$ cat src/rtl/core/rgh_pkg.sv
`timescale 1ns / 1ps
// ----------------------------------------------------------------------------
// rgh_pkg: shared types and constants for the horizontal grid ray caster
// Item layouts, fixed-point geometry of the world and the probe record that
// passes from the probe logic to the control loop.
// ----------------------------------------------------------------------------
package rgh_pkg;

  // Map and fixed-point geometry.
  localparam int TILE_SHIFT   = 6;
  localparam int MAP_COLS     = 16;
  localparam int MAP_ROWS     = 16;
  localparam int CELL_BITS    = 8;
  localparam int FRAC_BITS    = 8;
  localparam int TILE_Q_SHIFT = TILE_SHIFT + FRAC_BITS;
  localparam int MAP_DEPTH    = MAP_COLS * MAP_ROWS;
  localparam int ADDR_W       = $clog2(MAP_DEPTH);
  localparam int COL_W        = $clog2(MAP_COLS);
  localparam int ROW_W        = $clog2(MAP_ROWS);

  // Field widths of the items.
  localparam int IN_POS_W  = 18;
  localparam int COT_W     = 24;
  localparam int OUT_POS_W = 19;
  localparam int WALL_W    = 8;

  // Internal signed position width: holds a start x far outside the world
  // plus one further step.
  localparam int POS_W  = 34;
  // Distance from the player to the first grid line, signed.
  localparam int DY_W   = TILE_Q_SHIFT + 2;
  localparam int PROD_W = DY_W + COT_W;

  localparam logic signed [POS_W-1:0] TILE    = POS_W'(2 ** TILE_Q_SHIFT);
  localparam logic signed [POS_W-1:0] UNIT    = POS_W'(2 ** FRAC_BITS);
  localparam logic signed [POS_W-1:0] WORLD_W = POS_W'(MAP_COLS * (2 ** TILE_Q_SHIFT));
  localparam logic signed [POS_W-1:0] WORLD_H = POS_W'(MAP_ROWS * (2 ** TILE_Q_SHIFT));
  localparam logic signed [POS_W-1:0] COLS_S  = POS_W'(MAP_COLS);
  localparam logic signed [POS_W-1:0] ROWS_S  = POS_W'(MAP_ROWS);

  // Item kinds.
  localparam logic KIND_WRITE = 1'b0;
  localparam logic KIND_CAST  = 1'b1;

  // Wall value reported when the ray leaves the map.
  localparam logic [WALL_W-1:0] WALL_BOUNDARY = WALL_W'(1);

  typedef struct packed {
    logic                       kind;
    logic [3:0]                 cell_col;
    logic [3:0]                 cell_row;
    logic [7:0]                 cell_value;
    logic [IN_POS_W-1:0]        player_x;
    logic [IN_POS_W-1:0]        player_y;
    logic signed [COT_W-1:0]    ray_cotangent;
    logic                       facing_up;
    logic                       facing_left;
  } in_item_t;

  typedef struct packed {
    logic                 hit_found;
    logic [OUT_POS_W-1:0] hit_x;
    logic [OUT_POS_W-1:0] hit_y;
    logic [WALL_W-1:0]    wall_value;
  } out_item_t;

  // Result of probing one crossing point.
  typedef struct packed {
    logic              in_range;
    logic              boundary;
    logic [ADDR_W-1:0] addr;
  } probe_t;

endpackage

$ cat src/rtl/core/ray_grid_horizontal_intersect.sv
`timescale 1ns / 1ps
// ----------------------------------------------------------------------------
// ray_grid_horizontal_intersect: first wall crossing on horizontal grid lines
// Tile map in a synchronous RAM, written one cell per item, and a ray caster
// that walks the horizontal grid lines and reads the cell beside each one.
// ----------------------------------------------------------------------------
// After reset the block clears the 256-cell map, one cell a cycle, and takes
// no item until the sweep is done. A write item returns nothing. A cast item
// visits n horizontal grid crossings (at most MAP_ROWS): the set-up states
// SETUP, MUL and LOAD compute the first crossing (MUL does the dy by cotangent
// multiply), then the stepping loop issues one map RAM read per crossing per
// cycle and judges each crossing in the cycle after, when its read data
// returns. One item is worked on at a time; the next item is taken as soon as
// the previous result has been handed to the output register.
module ray_grid_horizontal_intersect (
  input  logic               clk,
  input  logic               rst_n,
  input  logic               in_valid,
  output logic               in_ready,
  input  rgh_pkg::in_item_t  in_data,
  output logic               out_valid,
  input  logic               out_ready,
  output rgh_pkg::out_item_t out_data
);

  typedef enum logic [6:0] {
    ST_CLEAR = 7'b0000001,
    ST_IDLE  = 7'b0000010,
    ST_SETUP = 7'b0000100,
    ST_MUL   = 7'b0001000,
    ST_LOAD  = 7'b0010000,
    ST_RUN   = 7'b0100000,
    ST_DONE  = 7'b1000000
  } state_t;

  state_t state_r, state_nxt;

  logic [rgh_pkg::ADDR_W-1:0] clr_cnt_r, clr_cnt_nxt;

  logic [rgh_pkg::IN_POS_W-1:0]     px_r, px_nxt;
  logic [rgh_pkg::IN_POS_W-1:0]     py_r, py_nxt;
  logic signed [rgh_pkg::COT_W-1:0] cot_r, cot_nxt;
  logic                             up_r, up_nxt;
  logic                             left_r, left_nxt;

  logic signed [rgh_pkg::DY_W-1:0]   dy_r, dy_nxt;
  logic signed [rgh_pkg::PROD_W-1:0] prod_r, prod_nxt;
  logic signed [rgh_pkg::POS_W-1:0]  x_r, x_nxt;
  logic signed [rgh_pkg::POS_W-1:0]  y_r, y_nxt;
  logic signed [rgh_pkg::POS_W-1:0]  xstep_r, xstep_nxt;

  logic                             pend_valid_r, pend_valid_nxt;
  logic                             pend_in_range_r, pend_in_range_nxt;
  logic                             pend_bound_r, pend_bound_nxt;
  logic [rgh_pkg::OUT_POS_W-1:0]    pend_x_r, pend_x_nxt;
  logic [rgh_pkg::OUT_POS_W-1:0]    pend_y_r, pend_y_nxt;

  rgh_pkg::out_item_t res_r, res_nxt;
  logic               out_valid_r, out_valid_nxt;
  rgh_pkg::out_item_t out_data_r, out_data_nxt;

  // Map RAM ports.
  logic                          ram_we;
  logic [rgh_pkg::ADDR_W-1:0]    ram_waddr;
  logic [rgh_pkg::CELL_BITS-1:0] ram_wdata;
  logic [rgh_pkg::CELL_BITS-1:0] ram_rdata;

  rgh_pkg::probe_t probe;

  // Set-up arithmetic.
  logic signed [rgh_pkg::POS_W-1:0]  px_ext;
  logic signed [rgh_pkg::POS_W-1:0]  py_ext;
  logic signed [rgh_pkg::POS_W-1:0]  y_floor;
  logic signed [rgh_pkg::POS_W-1:0]  y_first;
  logic signed [rgh_pkg::POS_W-1:0]  cot_step;
  logic signed [rgh_pkg::PROD_W-1:0] prod_sh;
  logic signed [rgh_pkg::POS_W-1:0]  ystep;

  // Decision on the probe whose read data is back.
  logic pend_hit;
  logic pend_finish;

  logic wr_in_map;

  assign in_ready  = (state_r == ST_IDLE);
  assign out_valid = out_valid_r;
  assign out_data  = out_data_r;

  assign px_ext   = rgh_pkg::POS_W'(px_r);
  assign py_ext   = rgh_pkg::POS_W'(py_r);
  assign y_floor  = (py_ext >>> rgh_pkg::TILE_Q_SHIFT) <<< rgh_pkg::TILE_Q_SHIFT;
  assign y_first  = up_r ? y_floor : (y_floor + rgh_pkg::TILE);
  assign cot_step = rgh_pkg::POS_W'(cot_r) <<< rgh_pkg::TILE_SHIFT;
  assign prod_sh  = prod_r >>> rgh_pkg::FRAC_BITS;
  assign ystep    = up_r ? -rgh_pkg::TILE : rgh_pkg::TILE;

  assign pend_hit    = pend_in_range_r && (pend_bound_r || (ram_rdata != '0));
  assign pend_finish = pend_valid_r && (!pend_in_range_r || pend_hit);

  assign wr_in_map = (int'(in_data.cell_col) < rgh_pkg::MAP_COLS) &&
                     (int'(in_data.cell_row) < rgh_pkg::MAP_ROWS);

  rgh_probe u_probe (
    .x     (x_r),
    .y     (y_r),
    .up    (up_r),
    .probe (probe)
  );

  rgh_ram #(
    .WIDTH (rgh_pkg::CELL_BITS),
    .DEPTH (rgh_pkg::MAP_DEPTH)
  ) u_map (
    .clk   (clk),
    .we    (ram_we),
    .waddr (ram_waddr),
    .wdata (ram_wdata),
    .raddr (probe.addr),
    .rdata (ram_rdata)
  );

  // Map write port: clearing sweep after reset, cell writes while idle.
  always_comb begin
    ram_we    = 1'b0;
    ram_waddr = clr_cnt_r;
    ram_wdata = '0;
    if (state_r == ST_CLEAR) begin
      ram_we = 1'b1;
    end else if (state_r == ST_IDLE && in_valid &&
                 in_data.kind == rgh_pkg::KIND_WRITE && wr_in_map) begin
      ram_we    = 1'b1;
      ram_waddr = rgh_pkg::ADDR_W'(int'(in_data.cell_row) * rgh_pkg::MAP_COLS +
                                   int'(in_data.cell_col));
      ram_wdata = rgh_pkg::CELL_BITS'(in_data.cell_value);
    end
  end

  // Control sequence and stepping datapath.
  always_comb begin
    state_nxt         = state_r;
    clr_cnt_nxt       = clr_cnt_r;
    px_nxt            = px_r;
    py_nxt            = py_r;
    cot_nxt           = cot_r;
    up_nxt            = up_r;
    left_nxt          = left_r;
    dy_nxt            = dy_r;
    prod_nxt          = prod_r;
    x_nxt             = x_r;
    y_nxt             = y_r;
    xstep_nxt         = xstep_r;
    pend_valid_nxt    = 1'b0;
    pend_in_range_nxt = pend_in_range_r;
    pend_bound_nxt    = pend_bound_r;
    pend_x_nxt        = pend_x_r;
    pend_y_nxt        = pend_y_r;
    res_nxt           = res_r;
    out_valid_nxt     = out_valid_r && !out_ready;
    out_data_nxt      = out_data_r;

    unique case (state_r)
      ST_CLEAR: begin
        clr_cnt_nxt = clr_cnt_r + 1'b1;
        if (clr_cnt_r == rgh_pkg::ADDR_W'(rgh_pkg::MAP_DEPTH - 1)) begin
          state_nxt = ST_IDLE;
        end
      end
      ST_IDLE: begin
        if (in_valid && in_data.kind == rgh_pkg::KIND_CAST) begin
          px_nxt    = in_data.player_x;
          py_nxt    = in_data.player_y;
          cot_nxt   = in_data.ray_cotangent;
          up_nxt    = in_data.facing_up;
          left_nxt  = in_data.facing_left;
          state_nxt = ST_SETUP;
        end
      end
      ST_SETUP: begin
        // First grid line and the signed distance to it; x step with the
        // sign set by the facing flag.
        y_nxt  = y_first;
        dy_nxt = rgh_pkg::DY_W'(y_first - py_ext);
        if (left_r && cot_step > 0) begin
          xstep_nxt = -cot_step;
        end else if (!left_r && cot_step < 0) begin
          xstep_nxt = -cot_step;
        end else begin
          xstep_nxt = cot_step;
        end
        state_nxt = ST_MUL;
      end
      ST_MUL: begin
        prod_nxt  = rgh_pkg::PROD_W'(dy_r) * rgh_pkg::PROD_W'(cot_r);
        state_nxt = ST_LOAD;
      end
      ST_LOAD: begin
        // The arithmetic shift rounds toward minus infinity.
        x_nxt     = px_ext + rgh_pkg::POS_W'(prod_sh);
        state_nxt = ST_RUN;
      end
      ST_RUN: begin
        // Issue a read for the current crossing and advance to the next one.
        pend_valid_nxt    = 1'b1;
        pend_in_range_nxt = probe.in_range;
        pend_bound_nxt    = probe.boundary;
        pend_x_nxt        = rgh_pkg::OUT_POS_W'(x_r);
        pend_y_nxt        = rgh_pkg::OUT_POS_W'(y_r);
        x_nxt             = x_r + xstep_r;
        y_nxt             = y_r + ystep;
        // Judge the crossing read in the previous cycle; later reads are dropped.
        if (pend_finish) begin
          pend_valid_nxt     = 1'b0;
          res_nxt.hit_found  = pend_hit;
          res_nxt.hit_x      = pend_hit ? pend_x_r : '0;
          res_nxt.hit_y      = pend_hit ? pend_y_r : '0;
          res_nxt.wall_value = !pend_hit ? '0 :
                               pend_bound_r ? rgh_pkg::WALL_BOUNDARY :
                               rgh_pkg::WALL_W'(ram_rdata);
          state_nxt          = ST_DONE;
        end
      end
      ST_DONE: begin
        if (!out_valid_r || out_ready) begin
          out_valid_nxt = 1'b1;
          out_data_nxt  = res_r;
          state_nxt     = ST_IDLE;
        end
      end
      default: begin
        state_nxt = ST_CLEAR;
      end
    endcase
  end

  // Control registers.
  always_ff @(posedge clk) begin
    if (!rst_n) begin
      state_r      <= ST_CLEAR;
      clr_cnt_r    <= '0;
      pend_valid_r <= 1'b0;
      out_valid_r  <= 1'b0;
    end else begin
      state_r      <= state_nxt;
      clr_cnt_r    <= clr_cnt_nxt;
      pend_valid_r <= pend_valid_nxt;
      out_valid_r  <= out_valid_nxt;
    end
  end

  // Payload registers.
  always_ff @(posedge clk) begin
    px_r            <= px_nxt;
    py_r            <= py_nxt;
    cot_r           <= cot_nxt;
    up_r            <= up_nxt;
    left_r          <= left_nxt;
    dy_r            <= dy_nxt;
    prod_r          <= prod_nxt;
    x_r             <= x_nxt;
    y_r             <= y_nxt;
    xstep_r         <= xstep_nxt;
    pend_in_range_r <= pend_in_range_nxt;
    pend_bound_r    <= pend_bound_nxt;
    pend_x_r        <= pend_x_nxt;
    pend_y_r        <= pend_y_nxt;
    res_r           <= res_nxt;
    out_data_r      <= out_data_nxt;
  end

  // A crossing read is outstanding only inside the stepping loop.
  assert property (@(posedge clk) disable iff (!rst_n)
    pend_valid_r |-> state_r == ST_RUN)
    else $error("probe outstanding outside the stepping loop");

  // The map is written only by the clearing sweep or by an idle write item.
  assert property (@(posedge clk) disable iff (!rst_n)
    ram_we |-> (state_r == ST_CLEAR || state_r == ST_IDLE))
    else $error("map write during a cast");

  // A miss reports all-zero fields.
  assert property (@(posedge clk) disable iff (!rst_n)
    (out_valid && !out_data.hit_found) |->
      (out_data.hit_x == '0 && out_data.hit_y == '0 && out_data.wall_value == '0))
    else $error("miss result carries nonzero fields");

  // A hit always names a nonempty cell.
  assert property (@(posedge clk) disable iff (!rst_n)
    (out_valid && out_data.hit_found) |-> out_data.wall_value != '0)
    else $error("hit result with empty wall value");

  // A finished cast leaves the loop for the result stage in the next cycle.
  assert property (@(posedge clk) disable iff (!rst_n)
    (state_r == ST_RUN && pend_finish) |=> state_r == ST_DONE)
    else $error("finished cast did not reach the result stage");

endmodule

$ cat src/rtl/core/rgh_ram.sv
`timescale 1ns / 1ps
// ----------------------------------------------------------------------------
// rgh_ram: generic single-write, single-read synchronous RAM
// One write port and one read port; read data is registered.
// ----------------------------------------------------------------------------
module rgh_ram #(
  parameter int  WIDTH = 8,
  parameter int  DEPTH = 256,
  localparam int AW    = $clog2(DEPTH)
) (
  input  logic             clk,
  input  logic             we,
  input  logic [AW-1:0]    waddr,
  input  logic [WIDTH-1:0] wdata,
  input  logic [AW-1:0]    raddr,
  output logic [WIDTH-1:0] rdata
);

  logic [WIDTH-1:0] mem [DEPTH];
  logic [WIDTH-1:0] rdata_r;

  // Write port.
  always_ff @(posedge clk) begin
    if (we) begin
      mem[waddr] <= wdata;
    end
  end

  // Registered read port.
  always_ff @(posedge clk) begin
    rdata_r <= mem[raddr];
  end

  assign rdata = rdata_r;

endmodule

$ cat src/rtl/core/rgh_probe.sv
`timescale 1ns / 1ps
// ----------------------------------------------------------------------------
// rgh_probe: crossing point check
// Decides whether a crossing lies in the world, whether the cell beside it
// lies outside the map, and forms the map address of that cell.
// ----------------------------------------------------------------------------
module rgh_probe (
  input  logic signed [rgh_pkg::POS_W-1:0] x,
  input  logic signed [rgh_pkg::POS_W-1:0] y,
  input  logic                             up,
  output rgh_pkg::probe_t                  probe
);

  logic signed [rgh_pkg::POS_W-1:0] cy;
  logic signed [rgh_pkg::POS_W-1:0] col_full;
  logic signed [rgh_pkg::POS_W-1:0] row_full;
  logic [rgh_pkg::COL_W-1:0]        col_idx;
  logic [rgh_pkg::ROW_W-1:0]        row_idx;

  // The checked cell lies just above the line when the ray goes up.
  assign cy       = up ? (y - rgh_pkg::UNIT) : y;
  assign col_full = x >>> rgh_pkg::TILE_Q_SHIFT;
  assign row_full = cy >>> rgh_pkg::TILE_Q_SHIFT;
  assign col_idx  = rgh_pkg::COL_W'(col_full);
  assign row_idx  = rgh_pkg::ROW_W'(row_full);

  // The loop keeps going only while the crossing is inside the world box.
  assign probe.in_range = (x >= 0) && (y >= 0) &&
                          (x <= rgh_pkg::WORLD_W) && (y <= rgh_pkg::WORLD_H);

  // A cell off the map reads as a wall.
  assign probe.boundary = (x < 0) || (cy < 0) ||
                          (col_full >= rgh_pkg::COLS_S) || (row_full >= rgh_pkg::ROWS_S);

  assign probe.addr = rgh_pkg::ADDR_W'(int'(row_idx) * rgh_pkg::MAP_COLS + int'(col_idx));

endmodule
$ cat config.mk
export PLATFORM = sky130hd
export DESIGN_NAME = ray_grid_horizontal_intersect
export DESIGN_NICKNAME = d
export VERILOG_FILES = /design/src/rtl/core/rgh_pkg.sv /design/src/rtl/core/ray_grid_horizontal_intersect.sv /design/src/rtl/core/rgh_ram.sv /design/src/rtl/core/rgh_probe.sv
export SDC_FILE = /design/constraint.sdc
export NUM_CORES = 2
export LEC_CHECK = 0
export BUFFER_PORTS_ARGS = -buffer_cell sky130_fd_sc_hd__buf_2
export CAP_MARGIN = 20
export CORE_MARGIN = 2
export CORE_UTILIZATION = 57
export CTS_CLUSTER_DIAMETER = 60
export DETAILED_ROUTE_END_ITERATION = 8
export GPL_TIMING_DRIVEN = 0
export PLACE_DENSITY = 0.83
export SETUP_SLACK_MARGIN = 0.2
export SKIP_CTS_REPAIR_TIMING = 1
export SLEW_MARGIN = 30
export SYNTH_ARGS = -nofsm -noshare
export SYNTH_HDL_FRONTEND = slang
export SYNTH_SLANG_ARGS = --single-unit
$ cat constraint.sdc
create_clock -name clk -period 10.5 [get_ports clk]
set_clock_uncertainty 0.05 [all_clocks]
set_input_delay 1.575 -clock clk [delete_from_list [all_inputs] [get_ports clk]]
set_output_delay 1.575 -clock clk [all_outputs]
set_load 0.02 [all_outputs]
# Word-level counts from Yosys, hierarchy flattened
# Memories as Yosys holds them, arrays and structs flattened. A register that Yosys moved wholly into a read port is not among the register bits.
# Cells that the tools add are included.
word_totals:
  mem_count: 1
  out_inout_bits: 49
  reg_bits: 371
  ramBits: 2048
memory_table:
  columns: ["memory", "words", "width", "read_ports", "rd_clocked_by_memory_dff", "write_ports", "line", "text"]
  rows:
  - ["u_map.mem", 256, 8, 1, 1, 1, "rgh_ram.sv:19", "logic [WIDTH-1:0] mem [DEPTH];"]
op_classes:
  order_cmp: 10
  n_reduce_logical: 30
  n_addsub: 10
  bitwise: 2
  eq_ne: 12
  muxes: 24
  mul: 1
op_table:
  columns: ["operator", "n"]
  rows:
  - ["34-bit 2-to-1 mux", 4]
  - ["34-bit case mux with 2 select lines", 2]
  - ["34-bit adder", 2]
  - ["34-bit by 1-bit greater-or-equal comparator with 1-bit output (second input constant)", 2]
  - ["34-bit by 20-bit <= comparator with 1-bit output (second input constant)", 2]
  - ["34-bit by 1-bit < comparator with 1-bit output (second input constant)", 2]
  - ["7-bit case mux with 7 select lines", 1]
  - ["20-bit by 6-bit greater-or-equal comparator with 1-bit output (second input constant)", 2]
  - ["16-bit by 24-bit multiplier with 40-bit output", 1]
  - ["30-bit negation with 34-bit output", 1]
  - ["34-bit by 10-bit subtractor with 34-bit output (second input constant)", 1]
  - ["19-bit by 32-bit adder with 33-bit output", 1]
  - ["8-bit 2-to-1 mux", 4]
  - ["30-bit by 1-bit > comparator with 1-bit output (second input constant)", 1]
  - ["30-bit by 1-bit < comparator with 1-bit output (second input constant)", 1]
  - ["7-bit 2-to-1 mux", 4]
  - ["18-bit by 15-bit adder with 19-bit output (second input constant)", 1]
  - ["19-bit 2-to-1 mux", 1]
  - ["8-bit by 4-bit adder with 8-bit output", 2]
  - ["16-bit subtractor", 1]
  - ["1-bit logical AND", 11]
  - ["8-bit by 1-bit adder with 8-bit output (second input constant)", 1]
  - ["8-bit == test (second input constant)", 1]
  - ["1-bit 2-to-1 mux", 8]
  - ["17 further kinds", 32]

# Depth between registers and ports, before layout
depth:
  word_depth: 7
  depth_mapped: 25

# Cells and area by module
# Synthesis repeated with hierarchy kept, for this count alone.
hier_totals:
  cells_unflattened: 6406
  area_unflattened_um2: 107505.6
by_module_without_submodules:
  columns: ["module", "instances", "area_per_inst_um2", "seq_area_each_um2", "cells_per_inst"]
  rows:
  - ["rgh_ram", 1, 79556.3, 61659.1, 3733]
  - ["ray_grid_horizontal_intersect", 1, 27596.5, 8868.5, 2623]
  - ["rgh_probe", 1, 352.8, 0.0, 50]

# Worst setup path before layout
# No wires, ideal clock.
synth_path:
  path_type: "reg2reg"
  from: "reg cot_r[13] (netlist name)"
  to: "reg prod_r[38] (netlist name), data pin"
  path_stages_with_launch: 25
  setup_time_ns: 0.258
  n_path_buf: 2
  setup_slack_ns: 3.885
  arrival_time_ns: 6.307
  required_time_ns: 10.192
  synth_period_minus_slack_ns: 6.615
  path_cell_list: "edfxtp_1 -> clkbuf_1 -> clkbuf_1 -> nand2_1 -> fa_1 -> inv_1 -> fa_1 -> inv_1 -> fa_1 -> inv_1 -> fa_1 -> fa_1 -> inv_1 -> fa_1 -> inv_1 -> ha_1 -> nand2_1 -> and3_1 -> a2111oi_0 -> o21ai_0 -> a2111oi_0 -> nor2_1 -> o21ai_0 -> a21oi_1 -> xnor2_1"
synth_via:
  elab_chain_cells: 1
synth_rtl:
  columns: ["element", "line", "text"]
  rows:
  - ["from (decl)", "ray_grid_horizontal_intersect.sv:42", "logic signed [rgh_pkg::COT_W-1:0] cot_r, cot_nxt;"]
  - ["from (signal assigned)", "ray_grid_horizontal_intersect.sv:254", "cot_r <= cot_nxt;"]
  - ["16-bit by 24-bit multiplier with 40-bit output", "ray_grid_horizontal_intersect.sv:193", "prod_nxt = rgh_pkg::PROD_W'(dy_r) * rgh_pkg::PROD_W'(cot_r);"]
  - ["to (signal assigned)", "ray_grid_horizontal_intersect.sv:258", "prod_r <= prod_nxt;"]
  - ["to (decl)", "ray_grid_horizontal_intersect.sv:47", "logic signed [rgh_pkg::PROD_W-1:0] prod_r, prod_nxt;"]
# Every way passes these cells.
# A chain may end at the register's enable or synchronous reset.

# Worst setup path after layout
layout_path:
  from: "reg cot_r[10] (netlist name)"
  to: "reg prod_r[38] (netlist name), data pin"
# Same word-level chain as after synthesis.

==> flow_summary.ini <==
[drt]
vias_per_cell = 6.88
drt_first_pass_iters = 9
first_iter_violations = 10100
routed_wl_um = 328000
dr_total_vias = 62600
ant_nets = 0
wl_per_cell_um = 36.0
drc = 0

[floorplanning]
io_pins = 132
die-area_um2 = 191000
die_h_um = 438
placementRows = 159
start_util = 0.572
die_w_um = 438
core-area_um2 = 187000

[pwr]
clkPwrFrac = 0.447
p_per_area_nw_per_um2 = 155
power.total_mw = 18.6
p_int_mw = 14.8
combinationalPowerShare = 0.005
swShare = 0.206
ir_worst_vdd_mv = 0.145
seqPwrFrac = 0.548
p_switching_mw = 3.82
power.leakage_nw = 36.9

[synth]
async_flop_share = 0
yosysUniqueCellTypes = 67
ys_seq_elements = 2357
synth_ff_type = edfxtp_1
yosysSeqAreaShare = 0.658
syn_area_um2 = 107000
yosys_warnings = 0
synth_edf_count = 2332
synth_cells = 6001
avgSynthCellArea_um2 = 17.9

[hold_path]
min_from = res_r[44]
holdPathStages = 0
holdCritPathClass = register to register

[finish]
instances_no_fill = 9103
seq_area_um2 = 70500
layout-area-overhead-vs-synth_pct = 11.6
fillers = 11700
drive_above_1_share = 0.200
multi_input_area_um2 = 33700
fin_nets = 7022

[grt]
grt_pass1_wl_um = 460000
grt_overflow = 0
track_usage = 0.342
grt_max_degree = 70
antenna_found_initial = 25
grt_pass1_vias = 62600

[worst_setup_path]
critPathLaunchType = register
crit_arrival_ns = 8.97
crit_type = register to register
crit_path_start = cot_r[10]
rrSetupSlack_ns = 2.05
reg2regPathDepth = 22
r2r-end = prod_r[38]
reg2reg_from = cot_r[10]
cp_max_fo = 10
cp.required_ns = 11.02
worstSetupEndpoint = prod_r[38]
slowest_stage = clkbuf_1
max_stage_delay_ns = 0.74
cp_common_cell = fa_1
path_cells = clkbuf_1, clkbuf_1, nand2_1, fa_1, fa_1, fa_1, inv_1, fa_1, fa_1, inv_1, fa_1, inv_1, ha_1, and3_1, o2111ai_1, o21ai_0, o21ai_0, a2111oi_0, nor2_1, o21ai_0, a21oi_1, xnor2_1
end_kind = register

[clock_tree]
htreeDepth = 4
clock_path_buffers = 3
tritoncts = done
cts_buffers = 215
worstSkewPairLatency_ns = 0.89
cts-root-buf = clkbuf_16
cts_sinks = 2357
path_clk_slew_ns = 0.06

[run]
maxCapViolCount = 0

[timing]
post-route-min-period_ns = 8.45
rsz0062_at_grt = no
hold_viol_final = 0
tightest_slew_ns = 1.22
tns_ns = 0
slew_viol_final = 0
fmax_mhz = 118
min_period_over_period = 0.805
setup_violations = 0
slew_headroom = 0.185

[placement]
post-dp-hpwl_um = 205000
place_inst = 8677
io_buffers = 117
routabilityCongestion = 0.982

[run_status]
status = finished, final reports clean
==> Yosys cell counts, drive strengths merged (80+ instances only) <==
cell type | count | area [um2]
inv | 457 | 1720
clkbuf | 200 | 751
and2 | 207 | 1290
nand2 | 333 | 1250
xnor2 | 99 | 867
a21oi | 108 | 541
fa | 376 | 7530
buf | 103 | 597
mux4 | 648 | 14600
o21ai | 80 | 400
ha | 164 | 2050
nor2 | 384 | 1440
edfxtp | 2332 | 70000
==> how the worst min path moves through the flow <==
stage                   end
3_3_place_gp   out_data[26]
5_1_grt        out_data[44]
2_1_floorplan   out_data[0]
3_5_place_dp   out_data[27]
6_report       out_data[44]
4_1_cts        out_data[44]
==> power by group through the flow <==
| stage | Clock (mW) | Combinational, mW | Sequential [mW] |
|---|---|---|---|
| final | 8.30 | 0.0908 | 10.2 |
| after global routing | 8.54 | 0.0894 | 10.2 |
| after CTS | 8.24 | 0.0838 | 10.2 |
| after detailed placement | 0 | 0.0802 | 10.4 |
| after global placement | 0 | 0.0786 | 10.4 |
| after floorplan | 0 | 0.0322 | 10.4 |
==> registers in the layout (all words and copies together), names as in the netlist, 5 cells and up <==
signal / flops
xstep_r: 28
res_r: 33
u_map.mem: 2048
x_r: 34
prod_r: 32
u_map.rdata: 8
pend_y_r: 5
cot_r: 24
state_r: 7
py_r: 18
px_r: 18
dy_r: 16
y_r: 20
clr_cnt_r: 8
pend_x_r: 19
out_data: 33
==> layout make-up <==
class / instances / area share
antenna: 25 / 0.000523
buffer: 303 / 0.0118
clock buffer: 245 / 0.0460
clock inverter: 156 / 0.0156
inverter: 458 / 0.0144
multi-input combinational: 2896 / 0.282
sequential: 2357 / 0.590
tap: 2495 / 0.0261
timing repair buffer: 168 / 0.0142
==> per-stage QoR <==
step / worst slack, ns / cell area, um2 / utilization / hold WS (ns)
3_3_place_gp: -0.0909 / 111000 / 0.592 / 0.356
4_1_cts: 2.08 / 120000 / 0.638 / 0.288
5_1_grt: 1.65 / 120000 / 0.639 / 0.298
2_1_floorplan: 3.88 / 107000 / - / 0.350
3_5_place_dp: 2.11 / 112000 / 0.599 / 0.355
6_report: 2.05 / 120000 / 0.639 / 0.297
==> logic make-up (layout without fill, tap and decap cells) <==
kind of cell | count (synthesis) | after routing | share of synthesized area
other | 1 | 39 | 0.0000350
multiplexers | 686 | 686 | 0.140
adder cells (fa/ha/maj) | 540 | 540 | 0.0894
AO/OA/AOI/OAI | 368 | 368 | 0.0218
flip-flops | 2357 | 2357 | 0.658
AND/OR/NAND/NOR | 1131 | 1131 | 0.0493
buffers and inverters | 761 | 1330 | 0.0286
XOR/XNOR | 157 | 157 | 0.0128
==> critical path, delay by kind of cell, from the launching register on <==
family,cells,cell delay (ns)
adder cells (fa/ha/maj),7,3.42
AO/OA/AOI/OAI,6,2.24
buffers and inverters,5,1.40
AND/OR/NAND/NOR,3,0.54
flip-flops,1,0.39
XOR/XNOR,1,0.14
==> layer usage <==
| metal | GRT usage | up-vias | part of all wire |
|---|---|---|---|
| met5 | 0 | - | 0.00028 |
| met4 | 0.248 | 16 | 0.093 |
| met3 | 0.0987 | 1535 | 0.13 |
| met2 | 0.546 | 5967 | 0.48 |
| met1 | 0.399 | 31500 | 0.30 |
| li1 | - | 23600 | - |
==> placed cells by master, fill, tap and decap left out, types with 15 or more instances in the layout <==
cell type	n
edfxtp_1	2332
mux4_2	648
inv_1	456
nor2_1	377
fa_1	376
nand2_1	327
clkbuf_16	215
and2_1	198
clkbuf_1	193
buf_2	172
ha_1	164
a21oi_1	108
xnor2_1	98
o21ai_0	74
xor2_1	57
nor2b_1	52
clkinv_1	44
clkinv_2	43
clkbuf_2	42
a211oi_1	41
mux2i_1	38
a21o_1	33
bufinv_16	30
nand2b_1	27
diode_2	25
dfxtp_1	25
buf_12	25
nand3_1	22
buf_4	21
buf_16	20
o21a_1	19
nor3_1	18
clkinvlp_4	15
No activity file was read; power rests on OpenSTA's default activity.
